`src/sv/minmax_decimating_trace_renderer_unit_macros.svh`:
```
// ----------------------------------------------------------------------------
// Assertion macros for the min/max trace renderer
// Each macro expects signals named clk and rst_n in the calling module.
// ----------------------------------------------------------------------------
`ifndef MINMAX_DECIMATING_TRACE_RENDERER_UNIT_MACROS_SVH
`define MINMAX_DECIMATING_TRACE_RENDERER_UNIT_MACROS_SVH

// Consequent must hold in the same cycle as the antecedent
`define MDTR_ASSERT_NOW(label, ante, cons, msg) \
  label: assert property (@(posedge clk) disable iff (!rst_n) (ante) |-> (cons)) \
    else $error(msg);

// Consequent must hold in the cycle after the antecedent
`define MDTR_ASSERT_NEXT(label, ante, cons, msg) \
  label: assert property (@(posedge clk) disable iff (!rst_n) (ante) |=> (cons)) \
    else $error(msg);

`endif

```
`src/sv/mdtr_pkg.sv`:
```
// ----------------------------------------------------------------------------
// mdtr_pkg
// Shared types, widths and register indices for the min/max trace renderer.
// ----------------------------------------------------------------------------
`timescale 1ns / 1ps

package mdtr_pkg;

  // Field widths
  localparam int SAMPLE_BITS    = 16;
  localparam int COL_BITS       = 10;
  localparam int LINE_BITS      = 16;
  localparam int STRIDE_BITS    = 9;
  localparam int GAIN_BITS      = 16;
  localparam int YC_BITS        = 12;
  localparam int NEWEST_BITS    = 16;
  localparam int BUF_POS_BITS   = 16;
  localparam int CFG_ADDR_BITS  = 3;
  localparam int CFG_DATA_BITS  = 16;

  // Column wrap and default stride limit
  localparam int MAX_COLUMNS     = 1024;
  localparam int MAX_STRIDE_DEF  = 256;

  // Gain is unsigned Q4.12
  localparam int GAIN_FRAC_BITS = 12;
  localparam int PROD_BITS      = GAIN_BITS + 1 + SAMPLE_BITS;
  localparam int SCALED_BITS    = PROD_BITS - GAIN_FRAC_BITS;
  localparam int DIFF_BITS      = SCALED_BITS + 3;

  // Queue between front and back
  localparam int QUEUE_DEPTH = 4;

  // Register indices
  localparam logic [CFG_ADDR_BITS-1:0] CFG_STRIDE        = 3'd0;
  localparam logic [CFG_ADDR_BITS-1:0] CFG_GAIN          = 3'd1;
  localparam logic [CFG_ADDR_BITS-1:0] CFG_Y_CENTER      = 3'd2;
  localparam logic [CFG_ADDR_BITS-1:0] CFG_NEWEST_INDEX  = 3'd3;
  localparam logic [CFG_ADDR_BITS-1:0] CFG_CURSOR_ENABLE = 3'd4;

  typedef struct packed {
    logic signed [SAMPLE_BITS-1:0] sample_value;
    logic                          restart;
  } in_item_t;

  typedef struct packed {
    logic [COL_BITS-1:0]         column;
    logic signed [LINE_BITS-1:0] line_top;
    logic signed [LINE_BITS-1:0] line_bottom;
    logic                        newest_here;
  } out_item_t;

  // Configuration register set
  typedef struct packed {
    logic [STRIDE_BITS-1:0] stride;
    logic [GAIN_BITS-1:0]   gain;
    logic [YC_BITS-1:0]     y_center;
    logic [NEWEST_BITS-1:0] newest_index;
    logic                   cursor_enable;
  } cfg_t;

  // One finished column handed from front to back
  typedef struct packed {
    logic [COL_BITS-1:0]           column;
    logic signed [SAMPLE_BITS-1:0] col_max;
    logic signed [SAMPLE_BITS-1:0] col_min;
    logic                          newest;
  } col_entry_t;

  // Queue status seen by front and back
  typedef struct packed {
    logic full;
    logic empty;
  } q_status_t;

endpackage

```
`src/sv/mdtr_front.sv`:
```
// ----------------------------------------------------------------------------
// mdtr_front
// Takes samples, keeps running min/max per column and pushes closed columns.
// ----------------------------------------------------------------------------
`timescale 1ns / 1ps

module mdtr_front #(
  parameter int MAX_STRIDE = mdtr_pkg::MAX_STRIDE_DEF
) (
  input  logic                   clk,
  input  logic                   rst_n,
  input  mdtr_pkg::cfg_t         cfg,
  input  logic                   in_valid,
  output logic                   in_ready,
  input  mdtr_pkg::in_item_t     in_data,
  input  mdtr_pkg::q_status_t    q_status,
  output logic                   push,
  output mdtr_pkg::col_entry_t   push_data
);
  import mdtr_pkg::*;

  localparam int PW = $clog2(MAX_STRIDE + 1);

  logic [PW-1:0]                 pos_r, pos_nxt;
  logic [COL_BITS-1:0]           col_r, col_nxt;
  logic [BUF_POS_BITS-1:0]       buf_r, buf_nxt;
  logic signed [SAMPLE_BITS-1:0] min_r, min_nxt;
  logic signed [SAMPLE_BITS-1:0] max_r, max_nxt;
  logic                          seen_r, seen_nxt;

  logic [PW-1:0]           eff;
  logic [PW-1:0]           pos_base;
  logic [PW-1:0]           pos_inc;
  logic [COL_BITS-1:0]     col_base;
  logic [BUF_POS_BITS-1:0] buf_base;
  logic                    first;
  logic                    match;
  logic                    done;
  logic                    accept;

  assign in_ready = !q_status.full;
  assign accept   = in_valid && in_ready;

  // Effective stride: zero acts as one, clamp at the limit
  always_comb begin
    if (cfg.stride == '0) begin
      eff = PW'(1);
    end else if (int'(cfg.stride) > MAX_STRIDE) begin
      eff = PW'(MAX_STRIDE);
    end else begin
      eff = PW'(cfg.stride);
    end
  end

  // Restart drops the partial group before the sample is taken
  assign pos_base = in_data.restart ? '0 : pos_r;
  assign col_base = in_data.restart ? '0 : col_r;
  assign buf_base = in_data.restart ? '0 : buf_r;
  assign first    = (pos_base == '0);
  assign match    = (cfg.newest_index == buf_base);
  assign pos_inc  = pos_base + PW'(1);
  assign done     = (pos_inc >= eff);

  // Running extremes and newest-sample tracking
  always_comb begin
    if (first) begin
      min_nxt  = in_data.sample_value;
      max_nxt  = in_data.sample_value;
      seen_nxt = match;
    end else begin
      min_nxt  = (in_data.sample_value < min_r) ? in_data.sample_value : min_r;
      max_nxt  = (in_data.sample_value > max_r) ? in_data.sample_value : max_r;
      seen_nxt = seen_r || (match && (cfg.newest_index != '0));
    end
  end

  // Position counters
  always_comb begin
    buf_nxt = buf_base + BUF_POS_BITS'(1);
    if (done) begin
      pos_nxt = '0;
      col_nxt = (col_base == COL_BITS'(MAX_COLUMNS - 1)) ? '0 : col_base + COL_BITS'(1);
    end else begin
      pos_nxt = pos_inc;
      col_nxt = col_base;
    end
  end

  // Closed column request
  assign push              = accept && done;
  assign push_data.column  = col_base;
  assign push_data.col_max = max_nxt;
  assign push_data.col_min = min_nxt;
  assign push_data.newest  = cfg.cursor_enable && seen_nxt &&
                             (cfg.newest_index != '0) && (col_base != '0);

  // Control counters
  always_ff @(posedge clk) begin
    if (!rst_n) begin
      pos_r <= '0;
      col_r <= '0;
      buf_r <= '0;
    end else if (accept) begin
      pos_r <= pos_nxt;
      col_r <= col_nxt;
      buf_r <= buf_nxt;
    end
  end

  // Group payload, reloaded at the first sample of each column
  always_ff @(posedge clk) begin
    if (accept) begin
      min_r  <= min_nxt;
      max_r  <= max_nxt;
      seen_r <= seen_nxt;
    end
  end

endmodule

```
`config.mk`:
```
export PLATFORM = sky130hd
export DESIGN_NAME = mdtr_front
export DESIGN_NICKNAME = d
export VERILOG_FILES = /design/src/sv/minmax_decimating_trace_renderer_unit_macros.svh /design/src/sv/mdtr_pkg.sv /design/src/sv/mdtr_front.sv
export SDC_FILE = /design/constraint.sdc
export NUM_CORES = 1
export LEC_CHECK = 0
export BUFFER_PORTS_ARGS = -buffer_cell sky130_fd_sc_hd__buf_2
export CORE_ASPECT_RATIO = 0.8
export CORE_MARGIN = 4
export CORE_UTILIZATION = 40
export CTS_BUF_LIST = sky130_fd_sc_hd__clkbuf_16
export DETAILED_ROUTE_END_ITERATION = 8
export PLACE_DENSITY_LB_ADDON = 0.2
export SKIP_LAST_GASP = 1
export SYNTH_ARGS = -nofsm -noshare
export SYNTH_HDL_FRONTEND = slang
export SYNTH_SLANG_ARGS = --single-unit
```
`constraint.sdc`:
```
create_clock -name clk -period 10.1 [get_ports clk]
set_clock_uncertainty 0.1 [all_clocks]
set_input_delay 1.515 -clock clk [delete_from_list [all_inputs] [get_ports clk]]
set_output_delay 1.515 -clock clk [all_outputs]
set_load 0.02 [all_outputs]
```
==> Word-level counts from Yosys, hierarchy flattened <==
Index checks and enable logic that the tools add are counted.
{ "word_totals": {"regBits": 68, "word_cells": 40} }
{ "classes": {"add_sub_neg": 3, "magnitude_cmp": 4, "eq_ne": 2, "n_mux": 13, "reduce_logical": 12} }
{ "ops": {"columns": ["op", "count"], "rows": [
  ["$mux 16", 5],
  ["$mux 9", 4],
  ["$mux 10", 3],
  ["$logic_not 9->1", 2],
  ["$add 16x1->16 const B", 1],
  ["$eq 16x16->1", 1],
  ["$gt 16x16->1", 1],
  ["$lt 16x16->1", 1],
  ["$reduce_bool 16->1", 1],
  ["$add 10x1->10 const B", 1],
  ["$eq 10x10->1 const B", 1],
  ["$reduce_bool 10->1", 1],
  ["$add 9x1->9 const B", 1],
  ["$ge 9x9->1", 1],
  ["$gt 9x9->1 const B", 1],
  ["$logic_and 1x1->1", 6],
  ["$logic_not 1->1", 1],
  ["$logic_or 1x1->1", 1],
  ["$mux 1", 1]
]} }

==> Longest topological paths before layout <==
{ "logic_depth": {"depth_word": 8, "depth_mapped": 18} }

==> Worst setup path after synthesis <==
OpenSTA, ideal clock, no wires.
{ "synth_timing": {"path_type": "input to output", "startpoint": "input port in_data[0] (netlist name)", "endpoint": "output port push", "arrival_ps": 4404, "required_ps": 8485, "slack_ps": 4081, "cell_stages": 15, "cell_sequence": "buf_1 > clkbuf_1 > inv_1 > nand2_1 > inv_1 > ha_1 > nand4_1 > xor2_1 > nor2_1 > ha_1 > nand2_1 > or3_1 > and2_1 > clkbuf_1 > nor2_1"} }
{ "synth_via": {"elab_chain_len": 4} }
{ "synth_rtl": {"columns": ["element", "line_no", "rtl"], "rows": [
  ["from (decl)", "mdtr_front.sv:15", "input mdtr_pkg::in_item_t in_data,"],
  ["$mux 9", "mdtr_front.sv:56", "assign pos_base = in_data.restart ? '0 : pos_r;"],
  ["$add 9x1->9", "mdtr_front.sv:61", "assign pos_inc = pos_base + PW'(1);"],
  ["$ge 9x9->1", "mdtr_front.sv:62", "assign done = (pos_inc >= eff);"],
  ["$logic_and 1x1->1", "mdtr_front.sv:90", "assign push = accept && done;"],
  ["to (decl)", "mdtr_front.sv:17", "output logic push,"]
]} }
Every way passes these cells.

==> Final worst setup path <==
Ends and elaborated chain as after synthesis.

==> out/results.txt <==
Status - complete, no violations
Area growth, synth to finish - 14.3%
Postcts setup bufs - 0
Min Hold Slack - 410 ps
H-tree levels - 3
Post-route insts no fill - 944
Root buffer selected by CTS - clkbuf_16
Post-Synthesis Cells - 692
CP max stage cell - buf_2
Register area share after synthesis - 30.0%
Reg-to-reg startpoint - max_r[15]$_DFFE_PP_
Class of the most critical setup path - primary input to output pin
Pwr/cell area - 118 nW/um^2
Clock power share - 36.4%
Die width - 141 um
Share of total power in combinational logic - 23.5%
Total number of vias - 5401
Initial antenna violation count - 0
Sw power - 0.000239 W
Fmax - 141 MHz
Clock tree buffer depth - 2
Detailed Place HPWL - 11000 um
Core Area - 13700 um^2
Synthesized area - 5640 um^2
Commonest non-fill, non-tap cells in the layout - 91 x buf_2, 88 x nand2_1, 65 x nor2_1
Critical Path Source - in_data[0]
Maxcap violations - 0
Peak supply drop - 0.0810 mV
Post-DR wirelength/cell - 16.5 um
Die area - 16100 um^2
DR vias/cell - 5.72
Row cnt - 38
Slew Limit Fails - 0
WL final - 15600 um
Drt pass-1 iters - 5
Ys async rst share - 0%
Post-synth EDFFs - 33
Routed Antenna Nets - 0
#FFs+latches synth - 68
Post-layout util - 47.1%
Synth Warn # - 0
Cts repair resizes - 0
Dpl cells - 928
Unrepaired setup endpoints after global routing - no
WP data arrival - 5470 ps
Tot GR Track Use - 19.6%
Hold Vio Cnt, Final - 0
Final Cycle Share - 70.1%
Most common cell after layout, fill and taps aside - buf_2
CP max FO - 51
Antenna diode count - 0
Req. time, crit path - 8490 ps
Initial Util - 41.2%
Dpl cell area - 6200 um^2
Setup violations, final - 0
CTS Buf Count - 9
Reg power frac - 40.1%
CP endpoint kind - output pin
Die height - 114 um
Post-route cell area - 6450 um^2
Synth Net Count - 813
Switching share of power - 31.3%
Largest net degree at the start of global routing - 55
Tmin final - 7080 ps
Startpoint types - primary input
Clk_lat worst skew - 340 ps
DRC viols - 0
Crit-path cells - buf_2 > inv_1 > nand2_1 > inv_1 > ha_1 > nand4_1 > xor2_1 > nor2_1 > ha_1 > a21oi_1 > o21ai_0 > a41oi_1 > and2_1 > nor2_1 > buf_2
PortBufs - 91
Final nets - 880
R2r worst-path depth - 8
CTS tree - done
Cts hold-fix bufs - 0
GRT overflow - 0
Tightest Hold Check Type - register to register
Share of layout cells above drive strength 1 - 17.9%
Worst Setup EP - push
Internal power - 0.000525 W
Global-route wire length before repair - 25800 um
Pin slew with the least headroom to its limit - 1250 ps
RePlAce Congestion - 0.805
Max incr delay on CP - 650 ps
Synth Area per Inst - 8.16 um^2
Lkg Pwr - 2.62 nW
Final setup TNS - 0 ps
Most used DFF post-synth - dfxtp_1
1st-iter DRT viols - 439
Vias in the first global route - 5275
Post-synth cell types - 64
Reg2reg end - max_r[2]$_DFFE_PP_
Clock Sinks - 68
R2R setup slack - 6440 ps
I/O Pins - 121
Relative slew slack - 15.4%
CTS clk-pin slew, worst paths - 50 ps
-- synthesized netlist by cell type, types with 16 or more instances --
cell type | count | area share (%)
a21oi_1 | 30 | 2.7
a32oi_1 | 17 | 2.6
clkbuf_1 | 27 | 1.8
dfxtp_1 | 35 | 12
edfxtp_1 | 33 | 18
ha_1 | 45 | 10
inv_1 | 40 | 2.7
mux2_2 | 17 | 3.4
nand2_1 | 88 | 5.9
nand3_1 | 37 | 3.3
nor2_1 | 65 | 4.3
nor2b_1 | 16 | 1.8
o211ai_1 | 16 | 2.1
o21ai_0 | 42 | 3.7
o221ai_1 | 16 | 2.5
-- logic make-up (layout without fill, tap and decap cells) --
kind of cell	Yosys count	after routing	synth area share, %
and+or+nand+nor	273	273	24.1
AOI/OAI and AO/OA	169	169	20.5
buffers and inverters	81	153	5.68
DFF	68	68	30.0
adders and majority gates	45	45	9.98
muxes	32	32	6.07
xor gates and xnor gates	24	24	3.72
-- how the worst min path moves through the flow --
stage	slack, ps	cells after the start	startpoint	end
after global routing	440	2	col_r[1]$_SDFFE_PN0P_	col_r[1]$_SDFFE_PN0P_
after detailed placement	400	2	col_r[9]$_SDFFE_PN0P_	col_r[9]$_SDFFE_PN0P_
after floorplan	360	2	col_r[1]$_SDFFE_PN0P_	col_r[1]$_SDFFE_PN0P_
after CTS	410	2	pos_r[4]$_SDFFE_PN0P_	pos_r[4]$_SDFFE_PN0P_
final	410	2	pos_r[8]$_SDFFE_PN0P_	pos_r[8]$_SDFFE_PN0P_
after global placement	390	2	col_r[9]$_SDFFE_PN0P_	col_r[9]$_SDFFE_PN0P_
-- layer usage --
metal / global-route usage, % / vias to the layer above / part of all wire [%]
li1: - / 2696 / -
met1: 27.2 / 2563 / 49
met2: 30.3 / 134 / 44
met3: 5.64 / 8 / 6.1
met4: 5.10 / 0 / 0.74
met5: 0 / - / 0
-- power by group through the flow --
stage	registers (W)	logic [W]	clock network (W)
2_1_floorplan	0.000311	0.000122	0
3_3_place_gp	0.000312	0.000175	0
3_5_place_dp	0.000312	0.000180	0
4_1_cts	0.000306	0.000181	0.000287
5_1_grt	0.000308	0.000201	0.000298
6_report	0.000307	0.000179	0.000278
-- layout make-up --
class	count	area (um^2)
timing repair buffer	96	493
sequential	68	1690
tap	180	225
clock buffer	9	225
fill	1342	7240
inverter	41	154
clock inverter	7	27.5
multi-input combinational	543	3630
-- through the flow --
stage | power [W] | setup WS [ps]
5_1_grt | 0.000806 | 2660
3_5_place_dp | 0.000492 | 3080
3_3_place_gp | 0.000487 | 3190
6_report | 0.000764 | 3020
2_1_floorplan | 0.000433 | 4080
4_1_cts | 0.000774 | 3050
-- sequential cells by signal, indices dropped and copies added (netlist names) --
name / cells
buf_r: 16
max_r: 16
min_r: 16
col_r: 10
pos_r: 9
seen_r: 1
-- worst max-delay path, delay by kind of cell --
kind / cells / cell delay [ps]
and+or+nand+nor: 5 / 1210
adders and majority gates: 2 / 600
buffers and inverters: 4 / 1280
xor gates and xnor gates: 1 / 150
AOI/OAI and AO/OA: 3 / 690
(Power assumes the default switching activity.)
