===== src/sv/minmax_decimating_trace_renderer_unit_macros.svh =====
// ----------------------------------------------------------------------------
// Assertion macros for the min/max trace renderer
// Each macro expects signals named clk and rst_n in the calling module.
// ----------------------------------------------------------------------------
`ifndef MINMAX_DECIMATING_TRACE_RENDERER_UNIT_MACROS_SVH
`define MINMAX_DECIMATING_TRACE_RENDERER_UNIT_MACROS_SVH

// Consequent must hold in the same cycle as the antecedent
`define MDTR_ASSERT_NOW(label, ante, cons, msg) \
  label: assert property (@(posedge clk) disable iff (!rst_n) (ante) |-> (cons)) \
    else $error(msg);

// Consequent must hold in the cycle after the antecedent
`define MDTR_ASSERT_NEXT(label, ante, cons, msg) \
  label: assert property (@(posedge clk) disable iff (!rst_n) (ante) |=> (cons)) \
    else $error(msg);

`endif


===== src/sv/mdtr_pkg.sv =====
// ----------------------------------------------------------------------------
// mdtr_pkg
// Shared types, widths and register indices for the min/max trace renderer.
// ----------------------------------------------------------------------------
`timescale 1ns / 1ps

package mdtr_pkg;

  // Field widths
  localparam int SAMPLE_BITS    = 16;
  localparam int COL_BITS       = 10;
  localparam int LINE_BITS      = 16;
  localparam int STRIDE_BITS    = 9;
  localparam int GAIN_BITS      = 16;
  localparam int YC_BITS        = 12;
  localparam int NEWEST_BITS    = 16;
  localparam int BUF_POS_BITS   = 16;
  localparam int CFG_ADDR_BITS  = 3;
  localparam int CFG_DATA_BITS  = 16;

  // Column wrap and default stride limit
  localparam int MAX_COLUMNS     = 1024;
  localparam int MAX_STRIDE_DEF  = 256;

  // Gain is unsigned Q4.12
  localparam int GAIN_FRAC_BITS = 12;
  localparam int PROD_BITS      = GAIN_BITS + 1 + SAMPLE_BITS;
  localparam int SCALED_BITS    = PROD_BITS - GAIN_FRAC_BITS;
  localparam int DIFF_BITS      = SCALED_BITS + 3;

  // Queue between front and back
  localparam int QUEUE_DEPTH = 4;

  // Register indices
  localparam logic [CFG_ADDR_BITS-1:0] CFG_STRIDE        = 3'd0;
  localparam logic [CFG_ADDR_BITS-1:0] CFG_GAIN          = 3'd1;
  localparam logic [CFG_ADDR_BITS-1:0] CFG_Y_CENTER      = 3'd2;
  localparam logic [CFG_ADDR_BITS-1:0] CFG_NEWEST_INDEX  = 3'd3;
  localparam logic [CFG_ADDR_BITS-1:0] CFG_CURSOR_ENABLE = 3'd4;

  typedef struct packed {
    logic signed [SAMPLE_BITS-1:0] sample_value;
    logic                          restart;
  } in_item_t;

  typedef struct packed {
    logic [COL_BITS-1:0]         column;
    logic signed [LINE_BITS-1:0] line_top;
    logic signed [LINE_BITS-1:0] line_bottom;
    logic                        newest_here;
  } out_item_t;

  // Configuration register set
  typedef struct packed {
    logic [STRIDE_BITS-1:0] stride;
    logic [GAIN_BITS-1:0]   gain;
    logic [YC_BITS-1:0]     y_center;
    logic [NEWEST_BITS-1:0] newest_index;
    logic                   cursor_enable;
  } cfg_t;

  // One finished column handed from front to back
  typedef struct packed {
    logic [COL_BITS-1:0]           column;
    logic signed [SAMPLE_BITS-1:0] col_max;
    logic signed [SAMPLE_BITS-1:0] col_min;
    logic                          newest;
  } col_entry_t;

  // Queue status seen by front and back
  typedef struct packed {
    logic full;
    logic empty;
  } q_status_t;

endpackage


===== src/sv/mdtr_queue.sv =====
// ----------------------------------------------------------------------------
// mdtr_queue
// Small FIFO of closed columns between the front and the scaling back end.
// ----------------------------------------------------------------------------
`timescale 1ns / 1ps

module mdtr_queue (
  input  logic                  clk,
  input  logic                  rst_n,
  input  logic                  push,
  input  mdtr_pkg::col_entry_t  push_data,
  input  logic                  pop,
  output mdtr_pkg::col_entry_t  pop_data,
  output mdtr_pkg::q_status_t   status
);
  import mdtr_pkg::*;
  `include "minmax_decimating_trace_renderer_unit_macros.svh"

  localparam int PTR_BITS = $clog2(QUEUE_DEPTH);
  localparam int CNT_BITS = $clog2(QUEUE_DEPTH + 1);

  col_entry_t          entry_r [QUEUE_DEPTH];
  logic [PTR_BITS-1:0] wr_ptr_r, wr_ptr_nxt;
  logic [PTR_BITS-1:0] rd_ptr_r, rd_ptr_nxt;
  logic [CNT_BITS-1:0] cnt_r, cnt_nxt;

  assign status.full  = (cnt_r == CNT_BITS'(QUEUE_DEPTH));
  assign status.empty = (cnt_r == '0);
  assign pop_data     = entry_r[rd_ptr_r];

  // Pointer and count update
  always_comb begin
    wr_ptr_nxt = wr_ptr_r;
    rd_ptr_nxt = rd_ptr_r;
    cnt_nxt    = cnt_r;
    if (push) begin
      wr_ptr_nxt = (wr_ptr_r == PTR_BITS'(QUEUE_DEPTH - 1)) ? '0 : wr_ptr_r + PTR_BITS'(1);
    end
    if (pop) begin
      rd_ptr_nxt = (rd_ptr_r == PTR_BITS'(QUEUE_DEPTH - 1)) ? '0 : rd_ptr_r + PTR_BITS'(1);
    end
    if (push && !pop) begin
      cnt_nxt = cnt_r + CNT_BITS'(1);
    end else if (pop && !push) begin
      cnt_nxt = cnt_r - CNT_BITS'(1);
    end
  end

  always_ff @(posedge clk) begin
    if (!rst_n) begin
      wr_ptr_r <= '0;
      rd_ptr_r <= '0;
      cnt_r    <= '0;
    end else begin
      wr_ptr_r <= wr_ptr_nxt;
      rd_ptr_r <= rd_ptr_nxt;
      cnt_r    <= cnt_nxt;
    end
  end

  // Entry storage
  always_ff @(posedge clk) begin
    if (push) begin
      entry_r[wr_ptr_r] <= push_data;
    end
  end

  // Checks
  `MDTR_ASSERT_NOW(a_no_push_full, push, !status.full, "push into full column queue")
  `MDTR_ASSERT_NOW(a_no_pop_empty, pop, !status.empty, "pop from empty column queue")
  `MDTR_ASSERT_NOW(a_cnt_range, 1'b1, cnt_r <= CNT_BITS'(QUEUE_DEPTH), "queue count overrun")
  `MDTR_ASSERT_NEXT(a_fill_to_full, push && !pop && (cnt_r == CNT_BITS'(QUEUE_DEPTH - 1)), status.full, "queue did not report full")

endmodule


===== config.mk =====
export PLATFORM = sky130hd
export DESIGN_NAME = mdtr_queue
export DESIGN_NICKNAME = d
export VERILOG_FILES = /design/src/sv/mdtr_pkg.sv /design/src/sv/mdtr_queue.sv
export VERILOG_INCLUDE_DIRS = /design/src /design/src/sv
export SDC_FILE = /design/constraint.sdc
export NUM_CORES = 1
export LEC_CHECK = 0
export BUFFER_PORTS_ARGS = -buffer_cell sky130_fd_sc_hd__clkbuf_2
export CAP_MARGIN = 40
export CORE_UTILIZATION = 52
export CTS_CLUSTER_DIAMETER = 60
export CTS_CLUSTER_SIZE = 12
export DETAILED_ROUTE_END_ITERATION = 10
export GPL_ROUTABILITY_DRIVEN = 0
export PLACE_DENSITY_LB_ADDON = 0.25
export SKIP_CTS_REPAIR_TIMING = 1
export SLEW_MARGIN = 15
export SYNTH_ARGS = -nofsm -noshare
export SYNTH_HDL_FRONTEND = slang
export SYNTH_SLANG_ARGS = --single-unit

===== constraint.sdc =====
create_clock -name clk -period 3 [get_ports clk]
set_clock_uncertainty 0.15 [all_clocks]
set_input_delay 0.6 -clock clk [delete_from_list [all_inputs] [get_ports clk]]
set_output_delay 0.6 -clock clk [all_outputs]
set_load 0.005 [all_outputs]

After elaboration in Yosys (flattened, before gate mapping)
Memories as Yosys holds them, arrays and structs flattened. A register that Yosys moved wholly into a read port is not among the register bits. Index checks and enable logic that the tools add are counted. Widths: inputs -> output; s select.

Reduce and logical (&&, ||, !) cells: 6. Magnitude comparators: 0. Eq/ne operators: 3. $add $sub $neg: 4. Mux-type cells: 8. Shift operators: 0. $mul: 0. Bitwise logic cells: 0. Divide/modulo/power cells: 0.

Operators by type and width (number): $mux 2 (4); $mux 3 (2); $add 2x1->2 const B (2); $eq 2x2->1 const B (2); $add 3x1->3 const B (1); $eq 3x3->1 const B (1); $logic_not 3->1 (1); $sub 3x1->3 const B (1); $logic_and 1x1->1 (2); $logic_not 1->1 (2); $mux 1 (2); $reduce_bool 2->1 (1).

Bits of input ports: 47. Memory bits (read-only): 0. Latch bits: 0. Register bits: 7. Word-level logic and storage cells: 25. Memories: 1. RAM bits: 172. Output and inout bits: 45.

Memories: entry_r (depth 4, bits a word 43, rd ports 1, clocked after Yosys merged registers in 1, wr ports 1, line mdtr_queue.sv:22) `col_entry_t entry_r [QUEUE_DEPTH];`.

Logic depth before layout (Yosys ltp)
Gate-level depths: netlist of run 1.

Depth after elaboration: 4. Mapped depth: 7. Depth with buffers taken out: 7.

Worst setup path before layout of run 1
OpenSTA, ideal clock, no wires.

Kind: input to register. Start point: input port push. End point: memory entry_r[0][0] in the netlist's numbering (enable). Stages on the path: 1. Library setup time: 0.405 ns. Path buffers: 0. Setup slack: 0.807 ns. Data required time: 2.445 ns. Data arrival time: 1.638 ns. Path through: and2_1.

Cells in the longest elaborated chain, start to end: 2.

Ends and longest elaborated chain: from (decl) (line mdtr_queue.sv:10) `input logic push,`; $mux 1 (line mdtr_queue.sv:63) `if (push) begin`; $mux 1 (implied by the code) (line mdtr_queue.sv:64) `entry_r[wr_ptr_r] <= push_data;`; to (decl) (line mdtr_queue.sv:22).

Every way passes these cells.

==> results summary, run 1 <==
The die extent in y is 116 um. Counting the fill cells in the layout gives 882. The maximum vdd ir drop came out at 0.338 mV. The critical path goes through buf_4 -> mux4_1 -> clkbuf_2. By area, the combinational part of the netlist is dominated by multiplexers. Leaving out fill and tap cells, the most frequent cell in the layout is edfxtp_1. The final number of max-transition violations is 0. The number of distinct library cell variants in the gate-level netlist after synthesis is 23. The wire length per cell came out at 19.1 um. The starting density of the core came out at 53.2%.

Across the run, the number of max-cap violations was 0. The final critical path takes up 89.5% of the cycle. At the later pin of the worst-skew pair, clock insertion delay measures 0.41 ns. In the synthesized netlist, mux cells make up 15.2% of the area.

The tightest min-delay check is of the primary input to flip-flop type. The largest individual stage delay along the critical path comes from the cell mux4_1. The flow ran to the end, and the final reports show no timing, DRC or antenna violations. In the final design database the tool counted 435 nets.

In this run the core area contains 41 standard-cell rows. The endpoint of the worst register-to-register path is entry_r[1][3]. The die is 116 um wide.

The first TritonRoute pass finished after 4 iterations. The buffer depth of the longest clock path came out at 2. The share of the synthesized area in compound gates (AO/OA/AOI/OAI) came out at 0.298%. Among cell families on the critical path, the largest total delay comes from multiplexers. The remaining number of nets flagged by the antenna check after routing is 0. The relative slew slack came out at 63.9%. The share of the Yosys chip area taken by registers is 79.6%.

The worst path in the final design needs a cycle of 2.69 ns, including I/O delays and setup. The number of sinks on the clock net came out at 181. The total buffers and inverters traversed by the critical path came out at 2.

The wire length of the first global-routing pass came out at 16.4 mm. The element type at the critical path end is a primary output. Global routing finished with a remaining overflow of 0.

The data arrival time of the critical path came out at 1.94 ns. The area of the die is 13400 um^2. The synthesized netlist devotes 1.42% of its cell area to adder and majority cells.

The type of the worst setup path is flip-flop to primary output. The worst reg2reg path depth is 3. After floorplanning, the core was sized to cover 12600 um^2. The register bit total from synthesis is 181. Along the worst path, the maximum fanout reaches 16. From synthesis to final layout, the design area changed by 18.9%. The setup slack of the worst register-to-register path came out at 1.21 ns. The number of instances on the worst hold path came out at 1.

After Yosys synthesis, XOR and XNOR cells account for 0.261% of the synthesized area. Registers take 5350 um^2. The post-detailed-route DRC marker count came out at 0.

In this run the critical register-to-register path is launched from wr_ptr_r[0]. The via count of the first global-routing pass was 2967. The overall track demand over capacity in global routing is 17.6%. After clock tree synthesis, the clock-pin slew on the worst setup and hold paths is 0.06 ns. The final hold violation count is 0. The number of port buffers came out at 91. The library cells used most frequently in the layout, excluding fill and tap cells, are 172 x edfxtp_1, 91 x clkbuf_2, 40 x mux4_2. The pin slew with the least headroom to its limit came out at 0.541 ns.

In this run the number of H-tree levels came out at 4. Wires add up to 10.8 mm. The initial antenna violation count came out at 0. The startpoint identified for the worst hold timing path is push_data[0].

Setup repair after global routing left no endpoint under its margin. The total number of vias is 2959. Summed over all cells, the static leakage comes to 2.76 nW. The critical path required time came out at 2.25 ns. The antenna cell count is 0. The post-synthesis simple-gate area fraction came out at 1.34%. Summed over all nets, the half-perimeter wirelength after detailed placement is 6.77 mm. The cell sitting at the root of the clock tree is a clkbuf_16. Once layout is complete, the utilization of the core stands at 63.3%.

The share of cells above drive strength 1 is 44.4%. The detailed router's first-iteration violation count came out at 140. In the routed layout, each cell is associated on average with a via count of 5.23. Derived from the worst setup path, the maximum achievable clock frequency is 372 MHz. Synthesis handed over a netlist of 269 instances. The cell area after synthesis is 6720 um^2. TritonCTS built the clock tree. The mean instance size in the synthesized netlist is 25.0 um^2. The number of clock buffers inserted by TritonCTS came out at 17. The number of failing setup endpoints in the final timing report came out at 0. The net count after synthesis came out at 323. The number of warnings printed during yosys synthesis is 0. 92 I/O pins were placed. The sum of negative setup slack is 0 ns. The power density normalized to cell area is 680 nW/um^2. The area occupied by multi-input gates came out at 1250 um^2. The worst stage delay on the critical path is 0.58 ns. The maximum number of pins on one net before global-route repair is 44. The type of origin of the critical path is a flip-flop. For hold timing, the worst endpoint is entry_r[1][0].
registers in the layout, indices dropped and copies added (netlist names), named ones only:
register	count
wr_ptr_r	2
cnt_r	3
entry_r	172
rd_ptr_r	2
power breakdown:
group          internal [mW]  total, mW  switching, mW
combinational          0.233      0.449          0.216
clock                   1.21       2.05          0.834
sequential              2.89       2.93         0.0423
worst max path at each step:
stage	startpoint	end	slack, ns	cells after the start
CTS	flip-flop	pop_data[34]	0.26	3
finish	flip-flop	pop_data[34]	0.31	3
global placement	flip-flop	pop_data[6]	0.73	3
detailed placement	pop	cnt_r[2]	0.69	8
floorplan	push	entry_r[0][0]	0.81	1
global route	flip-flop	pop_data[34]	0.20	3
cell families after synthesis:
group,count (synthesis)
compound gates,3
xor+xnor,2
fa+ha+maj,7
buf+inv,14
flops,181
mux,47
simple gates,15
metal layers:
layer | up-vias | wire length [um] | global-route usage (%)
met5 | - | 0 | 0
met1 | 1515 | 4950 | 24.6
met4 | 0 | 163 | 7.69
li1 | 1358 | - | -
met3 | 13 | 459 | 4.45
met2 | 73 | 5260 | 26.8
stage by stage:
step           hold slack [ns]  area, um^2  power [mW]  instances  setup slack [ns]
2_1_floorplan            0.322        6720        3.24        269             0.807
3_3_place_gp             0.344        7440        3.43        534             0.733
3_5_place_dp             0.376        7440        3.45        534             0.687
4_1_cts                  0.236        7990        5.49        566             0.260
5_1_grt                  0.238        7990        5.63        566             0.202
6_report                 0.251        7990        5.43        566             0.315
final cells by class:
cell class,instances,share of cell area [%]
Clock buffer,21,5.51
Clock inverter,11,1.38
Inverter,4,0.188
Multi-Input combinational cell,74,15.6
Sequential cell,181,67.0
Tap cell,172,2.69
Timing Repair Buffer,103,7.61
synth_stat cells:
master / count / area, um^2
edfxtp_1: 172 / 5160
mux4_2: 40 / 901
dfxtp_1: 9 / 180
ha_1: 6 / 75.1
and2_1: 5 / 31.3
nor2b_1: 5 / 31.3
buf_12: 4 / 80.1
buf_2: 4 / 20.0
inv_1: 4 / 15.0
mux2i_1: 4 / 40.0
mux4_1: 3 / 78.8
nor3_1: 2 / 10.0
a21boi_0: 1 / 7.51
buf_6: 1 / 11.3
clkbuf_1: 1 / 3.75
fa_1: 1 / 20.0
nor2_1: 1 / 3.75
nor3b_1: 1 / 7.51
o21a_1: 1 / 7.51
o21ai_0: 1 / 5.00
or3_1: 1 / 6.26
xnor2_1: 1 / 8.76
xor2_1: 1 / 8.76
worst reg2reg max path, stage by stage (launching register included):
cell     delay [ns]
dfxtp_1        0.41
ha_1           0.17
and2_2         0.49
buf_4          0.28
Power figures use the tool's default switching activity.
==> inputs of run 2 (changes only) <==
ABC_AREA = 1   (was unset)
==> run 2 against run 1 <==
Net effect:
- critical path depth increased by 1
- utilization is 0.31 points higher
- synthesized cell count grew 76%
- count of clock-buffer cells in the layout down 1
- global-route usage increased by 3.1 points
- first-iteration DRC count up 130%
- total power grew 5.9%
- sequential share of layout area shrank 0.89 points
- worst hold slack lost 0.0094 ns
- area after synthesis grew 1.4%
- non-clock buffer count decreased by 1
- wire length grew 22%
- largest power group unchanged
==> results summary, run 2 <==
TritonCTS built the clock tree. The net count of the finished layout came to 623 (+43%). The via count of the first global-routing pass came out at 3981 (+34%). The cell area after synthesis is 6810 um^2 (+1.4%). The worst min-delay path category is primary input to flip-flop. The share of Yosys cell area claimed by the top area cell type came to 75.8% (-1.1 points). The final hold violation count came out at 0 (unchanged). Among all flip-flop cells after synthesis, the most frequent one is edfxtp_1.

The pin slew with the least headroom to its limit came to 0.517 ns (-0.0240 ns). The initial antenna violation count came to 0 (unchanged). The source-to-sink clock delay at the later pin of the worst-skew pair is 0.42 ns (about the same). The register bit total from synthesis came out at 181 (unchanged). The placeable core region is 12700 um^2 (+0.81%). The sequential share of power was 50.7% (-3.3 points). The clock root buffer is clkbuf_16. The number of synthesized flops with an enable pin is 172 (unchanged). The sum of negative setup slack came out at 0 ns (unchanged). The net count after synthesis came out at 528 (+63%).

The number of distinct library cell variants in the gate-level netlist after synthesis was 20 (-13%). The largest total area in the synthesized netlist belongs to edfxtp_1. In the layout the commonest cells are 172 x edfxtp_1, 94 x nor2_1, 91 x clkbuf_2. The leakage dissipation is 2.92 nW (+6.1%). The power density normalized to cell area came out at 711 nW/um^2 (+4.5%). The number of optimization iterations in the first detailed-route pass is 5 (+1). The share of cells above drive strength 1 is 23.4% (-21 points). The antenna cell count is 0 (unchanged).

The wire length of the first global-routing pass is 20.2 mm (+23%). The flow ran to the end, and the final reports show no timing, DRC or antenna violations. The worst reg2reg path depth is 4 (+1).

The data arrival time of the critical path came out at 1.84 ns (-0.10 ns). The relative slew slack came out at 65.5% (+1.6 points). The overall track demand over capacity in global routing is 20.7% (+3.1 points). The startpoint identified for the worst register-to-register timing path is wr_ptr_r[0]. The register with the most flip-flops is entry_r.

The worst setup path is launched from a flip-flop. The worst hold path begins at push_data[25]. The critical path required time is 2.25 ns (about the same). The die width came to 116 um (+0.69%).

Setup repair after global routing left no endpoint under its margin. The number of instances on the worst hold path is 1 (unchanged). The post-detailed-route DRC marker count is 0 (unchanged). The number of sinks on the clock net is 181 (unchanged). The total power came out at 5.75 mW (+5.9%). The part of the Yosys area used for sequential elements is 78.5% (-1.1 points). Ranked by total cell area, the synthesized netlist is headed by edfxtp_1 76%, o21ai_0 6.0%, nor2_1 5.2%. The share of the clock period used by the worst path after layout came out at 86.5% (-3.0 points). The buffer depth of the longest clock path is 2 (unchanged). The H-tree depth came out at 4 (unchanged). The die extent in y is 116 um (+0.69%).

The wire length per cell came out at 17.5 um (-8.6%). The number of failing setup endpoints in the final timing report is 0 (unchanged). The combinational group share of total power came to 8.9% (+0.6 points). The top fanout value on the critical path came out at 43 (+27).

The largest registers in the layout are entry_r x172, cnt_r x3. The total length of routed wires is 13.2 mm (+22%). The area of the die is 13600 um^2 (+1.4%). The final number of max-transition violations came to 0 (unchanged). The number of port buffers is 91 (unchanged). The remaining number of nets flagged by the antenna check after routing was 0 (unchanged). The share of total power in the clock network is 40.4% (+2.7 points). The synthesized instance count is 474 (+76%). The worst hold slack across all endpoints came out at 0.242 ns (-0.00942 ns). The commonest cells after synthesis are 172 x edfxtp_1, 94 x nor2_1, 82 x o21ai_0. The maximum clock rate came out at 386 MHz (+3.5%). The maximum vdd ir drop came out at 0.462 mV (+37%). The area overhead of the layout relative to synthesis came out at 18.8%. The filler cell count is 975 (+11%).

The net switching power came out at 1.21 mW (+11%). The element type at the critical path end is a primary output. The vias per cell came out at 5.45 (+4.2%). The share of async-settable or async-resettable flops after synthesis came out at 0% (unchanged). The most frequent standard cell in the layout excluding fill and tap cells is edfxtp_1. The number of maximum-capacitance violations came out at 0 (unchanged). The mean instance size in the synthesized netlist is 14.4 um^2 (-42%). The final critical-path required period came out at 2.59 ns (-0.0911 ns). The number of clock buffers inserted by TritonCTS came to 17 (unchanged).

The detailed placement HPWL is 7.51 mm (+11%). The maximum number of pins on one net before global-route repair is 87 (+98%). The internal power consumption came to 4.54 mW (+4.6%). The most instantiated library cell after synthesis is edfxtp_1. The starting density of the core is 53.6% (+0.32 points). The number of warnings printed during yosys synthesis is 0 (unchanged). In this run the critical register-to-register path is captured at entry_r[3][13].

The clock transition time at the flip-flop clock pins of the worst setup and hold paths was 0.06 ns (about the same). The switching fraction of total power came out at 21.1% (+0.96 points). The residual overflow from global routing came to 0 (unchanged). The total number of vias came to 4101 (+39%).

The endpoint of the worst hold path is entry_r[1][25]. The number of top-level design ports is 92 (unchanged). The number of flip-flops under the largest register name is 172 (unchanged).

By startpoint and endpoint, the worst setup path is classified as flip-flop to primary output. The detailed router's first-iteration violation count came to 327 (+130%). The number of cell rows is 41 (unchanged). The setup slack of the worst register-to-register path came to 1.10 ns (-0.11 ns).
==> run 2: changes by cell type after synthesis, moves of 7 or more <==
cell / previous run / this run
nor2_1: 1 / 94
o21ai_0: 1 / 82
o22ai_1: 0 / 43
mux4_2: 40 / 0
clkbuf_1: 1 / 11
inv_1: 4 / 14
nand2_1: 0 / 8
o21ai_1: 0 / 7
==> run 2: metrics by stage <==
step | instances | area (um^2) | setup slack (ns) | util [%]
6_report | 753 | 8090 | 0.406 | 63.6
5_1_grt | 753 | 8090 | 0.336 | 63.6
4_1_cts | 753 | 8090 | 0.390 | 63.6
3_5_place_dp | 722 | 7470 | 0.882 | 58.7
3_3_place_gp | 722 | 7470 | 0.932 | 58.7
2_1_floorplan | 474 | 6810 | 0.973 | -
==> run 2: power by group through the flow <==
| stage | Combinational (mW) | Sequential, mW | Clock (mW) |
|---|---|---|---|
| detailed placement | 0.514 | 2.97 | 0 |
| global route | 0.571 | 2.92 | 2.45 |
| finish | 0.510 | 2.92 | 2.32 |
| global placement | 0.500 | 2.97 | 0 |
| CTS | 0.518 | 2.92 | 2.35 |
| floorplan | 0.277 | 2.97 | 0 |
==> run 2: how the worst max path moves through the flow <==
| stage | startpoint | endpoint | slack, ns | cells after the start |
|---|---|---|---|---|
| floorplan | push | entry_r[3][0] | 0.97 | 2 |
| global placement | push | entry_r[3][12] | 0.93 | 4 |
| detailed placement | push | entry_r[3][16] | 0.88 | 4 |
| CTS | flip-flop | pop_data[35] | 0.39 | 4 |
| global route | flip-flop | pop_data[35] | 0.34 | 5 |
| finish | flip-flop | pop_data[35] | 0.41 | 4 |
==> run 2: cells by family (layout without fill, tap and decap cells) <==
| family | after synthesis | count (layout) | synth area share [%] |
|---|---|---|---|
| and+or+nand+nor | 108 | 108 | 6.08 |
| AOI/OAI and AO/OA | 135 | 135 | 10.7 |
| xor gates and xnor gates | 1 | 1 | 0.129 |
| adders and majority gates | 7 | 7 | 1.40 |
| DFF | 181 | 181 | 78.5 |
| buffers and inverters | 42 | 149 | 3.23 |
==> run 2: final cells by class <==
class	instances	area, um^2	share of cell area, %
Multi-Input combinational cell	251	1250	15.4
Inverter	16	60.1	0.742
Timing Repair Buffer	102	601	7.42
Clock inverter	11	183	2.26
Clock buffer	20	437	5.40
Tap cell	172	215	2.66
Sequential cell	181	5350	66.1
==> run 2: routing by layer <==
layer,share of wire [%],global-route usage [%]
met1,42,25.6
met2,50,34.7
met3,6.3,6.18
met4,1.3,7.86
met5,0,0
==> run 2: worst max-delay path: stages (launching register included) <==
cell and delay, ns:
dfxtp_2 0.33, buf_4 0.41, o21ai_0 0.22, o22ai_1 0.28, clkbuf_2 0.16
